File: src/hw/rtl/sbsd_pkg.sv
// Shared types, constants and helpers for the block-scaled sample decoder.
// Used by the front decoder, the item queue, the emphasis back end and the top level.
package sbsd_pkg;

  localparam int NUM_SAMPLES = 4;
  localparam int SAMPLE_W    = 16;
  localparam int CODE_W      = 7;
  localparam int RAW_SHIFT   = 9;
  localparam int SCALE_W     = 4;
  localparam int ACC_W       = 32;
  localparam int EMPH_ROUND  = 32'h20;
  localparam int EMPH_SHIFT  = 16 - 10;

  typedef logic signed [SAMPLE_W-1:0] sample_t;
  typedef logic signed [ACC_W-1:0]    acc_t;

  localparam sample_t SAT_MIN = sample_t'(-32768);
  localparam sample_t SAT_MAX = sample_t'(32767);

  // One decoded word waiting for the emphasis filter.
  typedef struct packed {
    sample_t [NUM_SAMPLES-1:0] raw;
    logic                      restart;
  } qitem_t;

  // Clamp a 31-bit value (accumulator shifted right by one) to 16 bits.
  function automatic sample_t saturate16(input logic signed [ACC_W-2:0] x);
    logic in_range;
    in_range = (x[ACC_W-2:SAMPLE_W-1] == {(ACC_W-SAMPLE_W){1'b0}}) ||
               (x[ACC_W-2:SAMPLE_W-1] == {(ACC_W-SAMPLE_W){1'b1}});
    if (in_range) begin
      return x[SAMPLE_W-1:0];
    end else if (x[ACC_W-2]) begin
      return SAT_MIN;
    end else begin
      return SAT_MAX;
    end
  endfunction

endpackage

File: src/hw/rtl/sbsd_front.sv
// Front end: takes compressed words from the input stream and expands the four codes.
// Depends on sbsd_pkg; pushes decoded items into sbsd_queue.
module sbsd_front
  import sbsd_pkg::*;
(
  input  logic        s_tvalid,
  output logic        s_tready,
  input  logic [31:0] s_tdata,   // block_word[31:0]
  input  logic        s_tuser,   // restart
  output logic        push,
  output qitem_t      item,
  input  logic        q_ready
);

  logic [CODE_W-1:0]  code [NUM_SAMPLES];
  logic [SCALE_W-1:0] scale;

  assign s_tready = q_ready;
  assign push     = s_tvalid && q_ready;
  assign scale    = s_tdata[7:4];

  always_comb begin
    code[0] = s_tdata[14:8];
    code[1] = s_tdata[22:16];
    code[2] = s_tdata[30:24];
    // The fourth code is spread over the spare top bits and the low nibble.
    code[3] = {s_tdata[15], s_tdata[23], s_tdata[31], s_tdata[3:0]};
  end

  always_comb begin
    item.restart = s_tuser;
    for (int i = 0; i < NUM_SAMPLES; i++) begin
      item.raw[i] = sample_t'(signed'({code[i], {RAW_SHIFT{1'b0}}}) >>> scale);
    end
  end

endmodule

File: src/hw/rtl/sbsd_queue.sv
// Short register queue that decouples the decoder from the emphasis filter.
// Depends on sbsd_pkg for the queued item type.
module sbsd_queue
  import sbsd_pkg::*;
#(
  parameter int DEPTH = 4
) (
  input  logic   clk,
  input  logic   rst,
  input  logic   push,
  input  qitem_t push_item,
  output logic   in_ready,
  input  logic   pop,
  output qitem_t head,
  output logic   out_valid
);

  localparam int PTR_W = $clog2(DEPTH);
  localparam int CNT_W = $clog2(DEPTH + 1);

  qitem_t             mem [DEPTH];
  logic [PTR_W-1:0]   wr_ptr;
  logic [PTR_W-1:0]   rd_ptr;
  logic [CNT_W-1:0]   count;

  assign out_valid = (count != '0);
  assign in_ready  = (count != CNT_W'(DEPTH));
  assign head      = mem[rd_ptr];

  always_ff @(posedge clk) begin
    if (push) begin
      mem[wr_ptr] <= push_item;
    end
  end

  always_ff @(posedge clk) begin
    if (rst) begin
      wr_ptr <= '0;
      rd_ptr <= '0;
      count  <= '0;
    end else begin
      if (push) begin
        wr_ptr <= (wr_ptr == PTR_W'(DEPTH - 1)) ? '0 : wr_ptr + 1'b1;
      end
      if (pop) begin
        rd_ptr <= (rd_ptr == PTR_W'(DEPTH - 1)) ? '0 : rd_ptr + 1'b1;
      end
      if (push && !pop) begin
        count <= count + 1'b1;
      end else if (pop && !push) begin
        count <= count - 1'b1;
      end
    end
  end

endmodule

File: src/hw/rtl/sbsd_back.sv
// Back end: runs the emphasis recurrence over the four raw values and holds the result.
// Depends on sbsd_pkg; drains sbsd_queue and drives the output stream register.
module sbsd_back
  import sbsd_pkg::*;
(
  input  logic        clk,
  input  logic        rst,
  input  qitem_t      head,
  input  logic        q_valid,
  output logic        pop,
  output logic        m_tvalid,
  input  logic        m_tready,
  // previous_sample[15:0], sample_zero[31:16], sample_one[47:32],
  // sample_two[63:48], sample_three[79:64]
  output logic [79:0] m_tdata
);

  acc_t                       acc;
  sample_t                    last_sample;
  acc_t                       acc_next;
  sample_t [NUM_SAMPLES-1:0]  filt;

  // The output register takes a new result whenever it is empty or being drained.
  assign pop = q_valid && (!m_tvalid || m_tready);

  always_comb begin
    acc_t a;
    acc_t leak;
    a = head.restart ? '0 : acc;
    for (int i = 0; i < NUM_SAMPLES; i++) begin
      leak    = (a + acc_t'(EMPH_ROUND)) >>> EMPH_SHIFT;
      a       = a + acc_t'(head.raw[i]) - leak;
      filt[i] = saturate16(a[ACC_W-1:1]);
    end
    acc_next = a;
  end

  always_ff @(posedge clk) begin
    if (rst) begin
      acc         <= '0;
      last_sample <= '0;
      m_tvalid    <= 1'b0;
    end else begin
      if (pop) begin
        acc         <= acc_next;
        last_sample <= filt[NUM_SAMPLES-1];
        m_tvalid    <= 1'b1;
      end else if (m_tready) begin
        m_tvalid    <= 1'b0;
      end
    end
  end

  always_ff @(posedge clk) begin
    if (pop) begin
      m_tdata <= {filt[3], filt[2], filt[1], filt[0], last_sample};
    end
  end

endmodule

File: src/hw/rtl/scaled_block_sample_decoder_emphasis_top.sv
// Top level of the block-scaled sample decoder with emphasis filter.
// Depends on sbsd_pkg, sbsd_front, sbsd_queue and sbsd_back.

// Each accepted 32-bit word yields one result of five 16-bit samples: the last
// sample of the word before and the four new filtered samples. The block takes one
// word per cycle while the queue has room; each word is written into the queue and
// its result then into the output register. The decoder feeds a queue of QUEUE_DEPTH words,
// so the input keeps flowing for that many words while the output is stalled. The
// four chained add steps of the emphasis filter form one combinational path ahead of the output
// register, and that path sets the clock. Restart clears only the filter
// accumulator; the previous-sample field still reports the last sample delivered.
module scaled_block_sample_decoder_emphasis_top
  import sbsd_pkg::*;
#(
  parameter int QUEUE_DEPTH = 4
) (
  input  logic        clk,
  input  logic        rst,
  input  logic        s_tvalid,
  output logic        s_tready,
  input  logic [31:0] s_tdata,   // block_word[31:0]
  input  logic        s_tuser,   // restart
  output logic        m_tvalid,
  input  logic        m_tready,
  // previous_sample[15:0], sample_zero[31:16], sample_one[47:32],
  // sample_two[63:48], sample_three[79:64]
  output logic [79:0] m_tdata
);

  logic   push;
  logic   q_ready;
  logic   q_valid;
  logic   pop;
  qitem_t push_item;
  qitem_t head;

  sbsd_front u_front (
    .s_tvalid (s_tvalid),
    .s_tready (s_tready),
    .s_tdata  (s_tdata),
    .s_tuser  (s_tuser),
    .push     (push),
    .item     (push_item),
    .q_ready  (q_ready)
  );

  sbsd_queue #(
    .DEPTH (QUEUE_DEPTH)
  ) u_queue (
    .clk       (clk),
    .rst       (rst),
    .push      (push),
    .push_item (push_item),
    .in_ready  (q_ready),
    .pop       (pop),
    .head      (head),
    .out_valid (q_valid)
  );

  sbsd_back u_back (
    .clk      (clk),
    .rst      (rst),
    .head     (head),
    .q_valid  (q_valid),
    .pop      (pop),
    .m_tvalid (m_tvalid),
    .m_tready (m_tready),
    .m_tdata  (m_tdata)
  );

  // A full queue is never empty.
  assert property (@(posedge clk) disable iff (rst) !s_tready |-> q_valid)
    else $error("input stalled while the queue holds nothing");

  // A stalled output must not drain the queue.
  assert property (@(posedge clk) disable iff (rst)
      (q_valid && m_tvalid && !m_tready) |=> q_valid)
    else $error("queue lost an item while the output was stalled");

  // The next result reports the last sample of the result just taken.
  assert property (@(posedge clk) disable iff (rst)
      (m_tvalid && m_tready) |=>
      (!m_tvalid || (m_tdata[15:0] == $past(m_tdata[79:64]))))
    else $error("previous sample does not match the last delivered sample");

  // Nothing is offered right after reset.
  assert property (@(posedge clk) disable iff (rst) $past(rst) |-> !m_tvalid)
    else $error("output valid directly after reset");

endmodule

File: config.mk
export PLATFORM = sky130hd
export DESIGN_NAME = scaled_block_sample_decoder_emphasis_top
export DESIGN_NICKNAME = d
export VERILOG_FILES = /design/src/hw/rtl/sbsd_pkg.sv /design/src/hw/rtl/sbsd_front.sv /design/src/hw/rtl/sbsd_queue.sv /design/src/hw/rtl/sbsd_back.sv /design/src/hw/rtl/scaled_block_sample_decoder_emphasis_top.sv
export SDC_FILE = /design/constraint.sdc
export NUM_CORES = 1
export LEC_CHECK = 0
export CAP_MARGIN = 5
export CORE_ASPECT_RATIO = 1.4
export CORE_MARGIN = 10
export CORE_UTILIZATION = 70
export CTS_BUF_LIST = sky130_fd_sc_hd__clkbuf_4 sky130_fd_sc_hd__clkbuf_8 sky130_fd_sc_hd__clkbuf_16
export DETAILED_ROUTE_END_ITERATION = 6
export DONT_BUFFER_PORTS = 1
export PLACE_DENSITY = 0.86
export RECOVER_POWER = 100
export SETUP_SLACK_MARGIN = 0.05
export SYNTH_ARGS = -nofsm -noshare
export SYNTH_HDL_FRONTEND = slang
export SYNTH_SLANG_ARGS = --single-unit
File: constraint.sdc
create_clock -name clk -period 25.9 [get_ports clk]
set_input_delay 2.59 -clock clk [delete_from_list [all_inputs] [get_ports clk]]
set_output_delay 2.59 -clock clk [all_outputs]
set_load 0.005 [all_outputs]
# --- After elaboration in Yosys (flattened, before gate mapping) ---
# Memory sizes are Yosys's and may differ from the RTL's. A register that Yosys moved wholly into a read port is not among the register bits.
# Index checks and enable logic that the tools add are counted.
classes:
  addsub: 16
  n_reduce_logical: 19
  mux: 19
  shift: 4
  n_eq_ne: 7
ops:
  columns: ["cell", "n"]
  rows:
  - ["$add 32x16->32", 4]
  - ["$add 32x7->32 const B", 4]
  - ["$mux 16", 8]
  - ["$sub 32x26->32", 4]
  - ["$eq 16x16->1 const B", 4]
  - ["$logic_not 16->1", 4]
  - ["$sshr 16x4->16", 4]
  - ["$mux 32", 1]
  - ["$mux 2", 4]
  - ["$mux 3", 2]
  - ["$logic_or 1x1->1", 5]
  - ["$add 2x1->2 const B", 2]
  - ["$eq 2x2->1 const B", 2]
  - ["$logic_and 1x1->1", 4]
  - ["$mux 1", 4]
  - ["$reduce_bool 2->1", 2]
  - ["$add 3x1->3 const B", 1]
  - ["$logic_not 1->1", 3]
  - ["$ne 3x3->1 const B", 1]
  - ["$reduce_bool 3->1", 1]
  - ["$sub 3x1->3 const B", 1]
totals:
  reg_bits: 136
  elab_cells: 73
  out_inout_bits: 82
  in_bits: 37
  n_memories: 1
  ram_bits: 260
memory_table:
  columns: ["memory", "depth", "word_bits", "rd", "rd_clocked_by_memory_dff", "wr", "line_no", "text"]
  rows:
  - ["u_queue.mem", 4, 65, 1, 1, 1, "sbsd_queue.sv:21", "qitem_t mem [DEPTH];"]

# --- Logic depth before layout (Yosys ltp) ---
# Gate-level depths: netlist of the first run.
depth:
  depth_word: 12
  depth_mapped: 74
  ltp_nobuf: 70

# --- Cells and area by module ---
# Synthesis of the first run repeated with hierarchy kept, for this count alone.
hier_totals:
  hier_cells: 2558
  hier_area_um2: 28446.0
modules_own_cells:
  columns: ["mod", "seq_area_each_um2", "n_inst", "cells_per_inst", "area_per_inst_um2"]
  rows:
  - ["sbsd_back", 3383.2, 1, 1920, 16682.2]
  - ["sbsd_queue", 7987.7, 1, 384, 9865.7]
  - ["sbsd_front", 0.0, 1, 254, 1898.1]

# --- Worst setup path before layout of the first run ---
# OpenSTA, ideal clock, no wires.
synth_path:
  path_kind: "register -> register"
  start: "register (tool-made name)"
  end: "register u_back.last_sample[10]"
  t_arrival_ns: 15.992
  path_stages_with_launch: 71
  setup_ns: 0.142
  synth_period_minus_slack_ns: 16.134
  setup_slack_ns: 9.766
  cell_sequence: "dfxtp_1 > mux2i_1 > mux2_2 > clkbuf_1 > clkbuf_1 > and2_1 > ha_1 > nand4_1 > nor2_1 > nand4_1 > nor2_1 > and3_1 > nand2_1 > nor2_1 > nand4_1 > xor2_1 > or2_2 > fa_1 > [... 35 more ...] > nor3_1 > nand2_1 > xnor2_1 > fa_1 > inv_1 > ha_1 > inv_1 > o21bai_1 > a21o_1 > or3_1 > o311ai_0 > nand2_1 > a21o_1 > xnor2_1 > xor2_4 > a21oi_4 > buf_6 > o32ai_2"
synth_rtl:
  columns: ["item", "line_no", "text"]
  rows:
  - ["end signal: assignment", "sbsd_back.sv:46", "last_sample <= filt[NUM_SAMPLES-1];"]
  - ["end: declaration", "sbsd_back.sv:19", "sample_t last_sample;"]

==> results of run 1 <==
through the flow:
| stage | std cells | util | area [um2] | hold slack [ns] | setup WS [ns] |
|---|---|---|---|---|---|
| after floorplan | 2781 | - | 28840 | 0.4081 | 9.766 |
| after global placement | 3235 | 0.7228 | 29270 | 0.4146 | 8.295 |
| after detailed placement | 3235 | 0.7228 | 29270 | 0.4163 | 7.633 |
| after CTS | 3302 | 0.7557 | 30600 | 0.4338 | 7.577 |
| after global routing | 3302 | 0.7515 | 30430 | 0.4431 | 4.282 |
| final | 3302 | 0.7515 | 30430 | 0.4334 | 5.813 |
critical path: cells and delay by family (launching register included):
kind,cells,cell delay [ns]
simple gates,19,5.65
compound gates,15,4.34
fa+ha+maj,9,3.59
xor+xnor,9,3.06
mux,2,1.33
buf+inv,8,0.99
flops,1,0.78
sequential cells by signal (all words and copies together), names as in the netlist, named ones only:
signal              flops
u_queue.mem           260
u_back.m_tdata         80
u_back.acc             32
u_back.last_sample     16
u_queue.count           3
u_queue.rd_ptr          2
u_queue.wr_ptr          2
u_back.m_tvalid         1
area by class of cell:
class                           count  area, um2  share of cell area
Clock buffer                       48       1033             0.03396
Multi-Input combinational cell   1973      15790              0.5189
Clock inverter                     19      295.3            0.009704
Sequential cell                   398      11370              0.3738
Inverter                          315       1186             0.03898
Tap cell                          534      668.1             0.02196
Timing Repair Buffer               15      82.58            0.002714
Yosys cell counts, drive strengths merged, types with 58 or more instances:
library cell    n
clkbuf         75
a21oi         194
xor2           84
edfxtp        340
fa            125
nand2         234
inv           315
dfxtp          58
a21o           58
nor2          193
ha            142
o21ai         145
xnor2         130
mux4           64
kinds of logic after synthesis:
logic type / Yosys count
compound gates: 619
flops: 398
simple gates: 753
buf+inv: 410
xor+xnor: 215
fa+ha+maj: 267
mux: 119
layout by cell type (no fill, tap or decap), types with 15 or more instances in the layout:
cell type	count
clkbuf_16	37
inv_1	313
ha_1	142
xor2_1	83
mux2i_1	30
nand2_1	234
or3_1	21
dfxtp_1	57
nor2b_1	20
a21o_1	58
fa_1	125
and2_1	25
xnor2_1	130
edfxtp_1	340
o21a_1	30
and3_1	23
nor3_1	48
a21oi_1	193
o211ai_1	16
mux4_2	64
a211oi_1	24
nor2_1	193
o21bai_1	20
nand2b_1	23
nor4_1	15
nand3_1	51
mux2_2	17
nand4_1	33
o21ai_0	137
path summary, 6_finish.rpt:
check	cells after the start	slack, ns	end
min	0	0.43	u_back.m_tdata[5]$_DFFE_PP_
min reg2reg	0	0.43	u_back.m_tdata[5]$_DFFE_PP_
max	62	5.81	u_back.m_tdata[75]$_DFFE_PP_
max reg2reg	62	5.81	u_back.m_tdata[75]$_DFFE_PP_
metal layers:
| layer | vias up | global-route usage |
|---|---|---|
| li1 | 9838 | - |
| met1 | 10835 | 0.3883 |
| met2 | 1422 | 0.5674 |
| met3 | 352 | 0.06376 |
| met4 | 2 | 0.1720 |
| met5 | - | 0 |
==> metrics.md, run 1 <==
| Metric | Value |
|---|---|
| Die width | 191.5 um |
| Area delta synth->final | 5.519% |
| Maximum clock rate | 49.78 MHz |
| Post-synthesis cell type count | 91 |
| # rows | 87 |
| First-pass GRT wire length | 128600 um |
| # hold bufs at CTS | 0 |
| Clock Latency Late Sink | 0.57 ns |
| Critical Path RT | 26.17 ns |
| Core area | 40490 um2 |
| DRC | 0 |
| Yosys reg bits | 398 |
| Root Buffer Master | clkbuf_16 |
| Top cells by area, synth | edfxtp_1 35%, fa_1 8.7%, ha_1 6.2% |
| Worst min-delay path category | reg -> reg |
| Main combinational cell family by area after synthesis | adder cells |
| Post-route setup TNS | 0 ns |
| H-Tree Depth | 2 |
| Syn Nets | 3085 |
| Number of global-route vias before repair | 22404 |
| Clock slew at reported path FFs | 0.07 ns |
| Drt wl/cell | 25.28 um |
| Proportion of synthesized area in mux cells | 0.07016 |
| Hold Fails Final Rpt | 0 |
| Post-Synth Simple-Gate Area | 0.1257 |
| XOR/XNOR share of the synthesized area | 0.06734 |
| Compound-Gate Fraction of Synth Area | 0.1400 |
| GPL Wtd Cong | 1.025 |
| Number of post-CTS setup repair buffers | 0 |
| Final Cycle Share | 0.7756 |
| M1 WL | 28920 um |
| Mean Syn Cell Area | 10.37 um2 |
| Critical Path Fanout Max | 40 |
| Hold Startpoint | u_back.last_sample[5]$_SDFFE_PP0P_ |
| Input/output buffers | 0 |
| Total Routing Usage GR | 0.3314 |
| Relative slew slack | -1.767 |
| Number of setup violations in the final report | 0 |
| Failing checks | max-capacitance violations, max-slew violations |
| Top-area cell type share of the netlist area | 0.3540 |
| Final Max Slew Viols | 467 |
| Post-route ant nets | 0 |
| Met2 WL post-DR | 41550 um |
| Primary FF master, synth | edfxtp_1 |
| CTS tree | built |
| Synth area leader | edfxtp_1 |
| Worst setup SP type | register |
| Sink Count | 398 |
| Syn Inst Count | 2781 |
| CP Class | reg -> reg |
| Sequential area share after synthesis | 0.3943 |
| DIE AREA | 49830 um2 |
| Io pins | 119 |
| Fin crit period | 20.09 ns |
| Worst slew pin tran | 4.151 ns |
| First DRT Iteration DRCs | 2439 |
| Asr flop ratio synth | 0 |
| Largest net degree at the start of global routing | 71 |
| Outcome | finished with violations |
| Top sig layer | met5 |
| # diodes | 0 |
| Die height | 260.2 um |
| Cts repair resizes | 0 |
| Final #Nets | 3044 |
| Drt via density | 6.799 |
| EDFF count, synth | 340 |
| Initial Util | 0.7121 |
| Global route total overflow | 0 |
| Detailed-placement wirelength estimate | 59920 um |
| Synth warnings | 0 |
| Met3 wire len | 7780 um |
| TritonCTS buffer count | 37 |
| DRT Wirelength | 83470 um |
| Cell Area, Synth | 28840 um2 |
| Fill cell count | 2574 |
| Share of cells above drive strength 1 | 0.06720 |
| CTS max path bufs | 3 |
| Pre-Repair DR Iteration Count | 6 |
| Clk_skew | 0.03630 ns |
| CP max stage cell | mux2_1 |
| Max Cap Violations | 9 |
| Worst path max stage delay | 1.01 ns |
| Initial antenna violation count | 2 |
| Adder-cell share of the synthesized area | 0.1484 |
| RSZ-0062 raised after global routing | false |
| CP endpoint kind | register |
| Vias | 22449 |
| Critical Path AT | 20.36 ns |
Power of run 1 is not shown: default switching activity piles up to over one toggle a cycle in this logic, so the estimate is an artifact.
==> run 2: changes to the inputs <==
- CORE_UTILIZATION: 70 -> 66
- PLACE_DENSITY: 0.86 -> 0.82
- clock period: 25.9 -> 18.7 ns (I/O delays scaled with it)
==> metrics.md, run 2 (synthesis gave the netlist of run 1 again) <==
| Metric | Value |
|---|---|
| Max reg flops | 260 (unchanged) |
| Die height | 267.3 um (+2.8%) |
| Initial Util | 0.6686 (-0.04351) |
| Detailed-placement wirelength estimate | 59130 um (-1.3%) |
| GPL Wtd Cong | 1.018 (-0.62%) |
| Die width | 196.7 um (+2.7%) |
| Worst path bufs/invs | 4 (-4) |
| Share of cells above drive strength 1 | 0.07440 (+0.007199) |
| Critical Path AT | 18.15 ns (-2.21 ns) |
| Worst min-delay path category | reg -> reg |
| Drt wl/cell | 23.72 um (-6.1%) |
| Most flops, register | u_queue.mem |
| Sink Count | 398 (unchanged) |
| CP max stage cell | nand4_1 |
| Final Max Slew Viols | 467 (unchanged) |
| First-pass GRT wire length | 121000 um (-5.9%) |
| Largest regs | u_queue.mem: 260 flops, u_back.m_tdata: 80 flops, u_back.acc: 32 flops |
| DRT Wirelength | 78810 um (-5.6%) |
| Final WS setup | 0.9530 ns (-4.860 ns) |
| Worst path max stage delay | 0.62 ns (-0.39 ns) |
| Hold Fails Final Rpt | 0 (unchanged) |
| DRC | 0 (unchanged) |
| Fill cell count | 3014 (+17%) |
| Commonest non-fill, non-tap cell in the layout | edfxtp_1 |
| Worst slew pin tran | 4.126 ns (-0.02476 ns) |
| Cells after DPL | 3252 (+0.53%) |
| H-Tree Depth | 2 (unchanged) |
| # hold bufs at CTS | 0 (unchanged) |
| Commonest non-fill, non-tap cells in the layout | 340 x edfxtp_1, 312 x inv_1, 234 x nand2_1, 193 x a21oi_1, 193 x nor2_1 |
| Top cell by count, worst path | nand2_1 |
| Vias | 21765 (-3.0%) |
| Drt via density | 6.552 (-3.6%) |
| Number of setup violations in the final report | 0 (unchanged) |
| Relative slew slack | -1.751 (+0.01651) |
| Final Cycle Share | 0.9490 (+0.1735) |
| Core area | 43130 um2 (+6.5%) |
| CP endpoint kind | register |
| TritonCTS buffer count | 37 (unchanged) |
| Final #Nets | 3046 (+0.066%) |
| Place WS | 0.3459 ns (-7.287 ns) |
| CTS max path bufs | 3 (unchanged) |
| CTS tree | built |
| Placed cell areas | 29290 um2 (about the same) |
| Max Cap Violations | 9 (unchanged) |
| First DRT Iteration DRCs | 1840 (-25%) |
| Failing checks | max-capacitance violations, max-slew violations |
| Post-route ant nets | 0 (unchanged) |
| Critical Path Fanout Max | 20 (-50%) |
| Worst setup SP type | register |
| Clock slew at reported path FFs | 0.06 ns (about the same) |
| Critical Path RT | 19.10 ns (-7.07 ns) |
| Largest net degree at the start of global routing | 67 (-5.6%) |
| Final Cell Area | 30580 um2 (+0.51%) |
| CP delay by family, top | simple AND/OR/NAND/NOR gates |
| Initial antenna violation count | 1 (-1) |
| Post-Layout Cell Count | 3322 (+0.61%) |
| Clk_skew | 0.02662 ns (-0.009688 ns) |
| Root Buffer Master | clkbuf_16 |
| Maximum clock rate | 56.35 MHz (+13%) |
| DIE AREA | 52570 um2 (+5.5%) |
| Fin crit period | 17.75 ns (-2.340 ns) |
| RSZ-0062 raised after global routing | false |
| Outcome | finished with violations |
| CP Class | reg -> reg |
| Area delta synth->final | 6.057% |
| Clock Latency Late Sink | 0.56 ns (about the same) |
| Io pins | 119 (unchanged) |
| Post-route setup TNS | 0 ns (unchanged) |
| Number of global-route vias before repair | 21426 (-4.4%) |
| Pre-Repair DR Iteration Count | 7 (+1) |
| Total Routing Usage GR | 0.2913 (-0.04006) |
| Global route total overflow | 0 (unchanged) |
| # rows | 90 (+3.4%) |
| Input/output buffers | 0 (unchanged) |
run 2: changes by cell type in the layout (fill, tap and decap cells not counted), sizes merged:
cell,previous run,this run
diode,0,1
mux2,25,26
bufinv,7,4
clkbuf,56,54
clkinv,7,10
buf,7,9
run 2: cell type report:
| class | count | area [um2] | share of cell area |
|---|---|---|---|
| Antenna cell | 1 | 2.502 | 0.00008182 |
| Clock buffer | 47 | 1025 | 0.03351 |
| Clock inverter | 19 | 219.0 | 0.007159 |
| Inverter | 315 | 1186 | 0.03878 |
| Multi-Input combinational cell | 1974 | 15960 | 0.5217 |
| Sequential cell | 398 | 11380 | 0.3720 |
| Tap cell | 552 | 690.7 | 0.02258 |
| Timing Repair Buffer | 16 | 130.1 | 0.004255 |
run 2: metal layers:
metal / share of wire / GRT usage / vias to the layer above
li1: - / - / 9835
met1: 0.37 / 0.3418 / 10629
met2: 0.50 / 0.5015 / 1052
met3: 0.078 / 0.05531 / 249
met4: 0.055 / 0.1461 / 0
met5: 0 / 0 / -
run 2: worst reg2reg max path: cells and delay by family (launching register included):
| kind | cells | cell delay (ns) |
|---|---|---|
| fa+ha+maj | 9 | 3.83 |
| compound gates | 13 | 3.17 |
| mux | 2 | 0.85 |
| xor+xnor | 7 | 2.09 |
| flops | 1 | 0.52 |
| buf+inv | 4 | 0.16 |
| simple gates | 27 | 6.98 |
run 2: path summary, 6_finish.rpt:
path,startpoint,end,slack (ns),depth (start not counted)
setup / recovery,register,u_back.m_tdata[75]$_DFFE_PP_,0.95,62
hold / removal,u_back.last_sample[11]$_SDFFE_PP0P_,u_back.m_tdata[11]$_DFFE_PP_,0.43,0
setup reg to reg,register,u_back.m_tdata[75]$_DFFE_PP_,0.95,62
hold reg to reg,u_back.last_sample[11]$_SDFFE_PP0P_,u_back.m_tdata[11]$_DFFE_PP_,0.43,0
run 2: metrics by stage:
stage | utilization | hold slack, ns
after global placement | 0.6790 | 0.4138
final | 0.7091 | 0.4326
after detailed placement | 0.6790 | 0.4163
after global routing | 0.7091 | 0.4482
after floorplan | - | 0.4081
after CTS | 0.7079 | 0.4311
run 2: what timing repair did:
item	4_1_cts	5_1_grt
setup buffers	0	2
resized for setup	0	21
endpoints found under the setup margin	0	34
Power of run 2 is left out for the same reason.
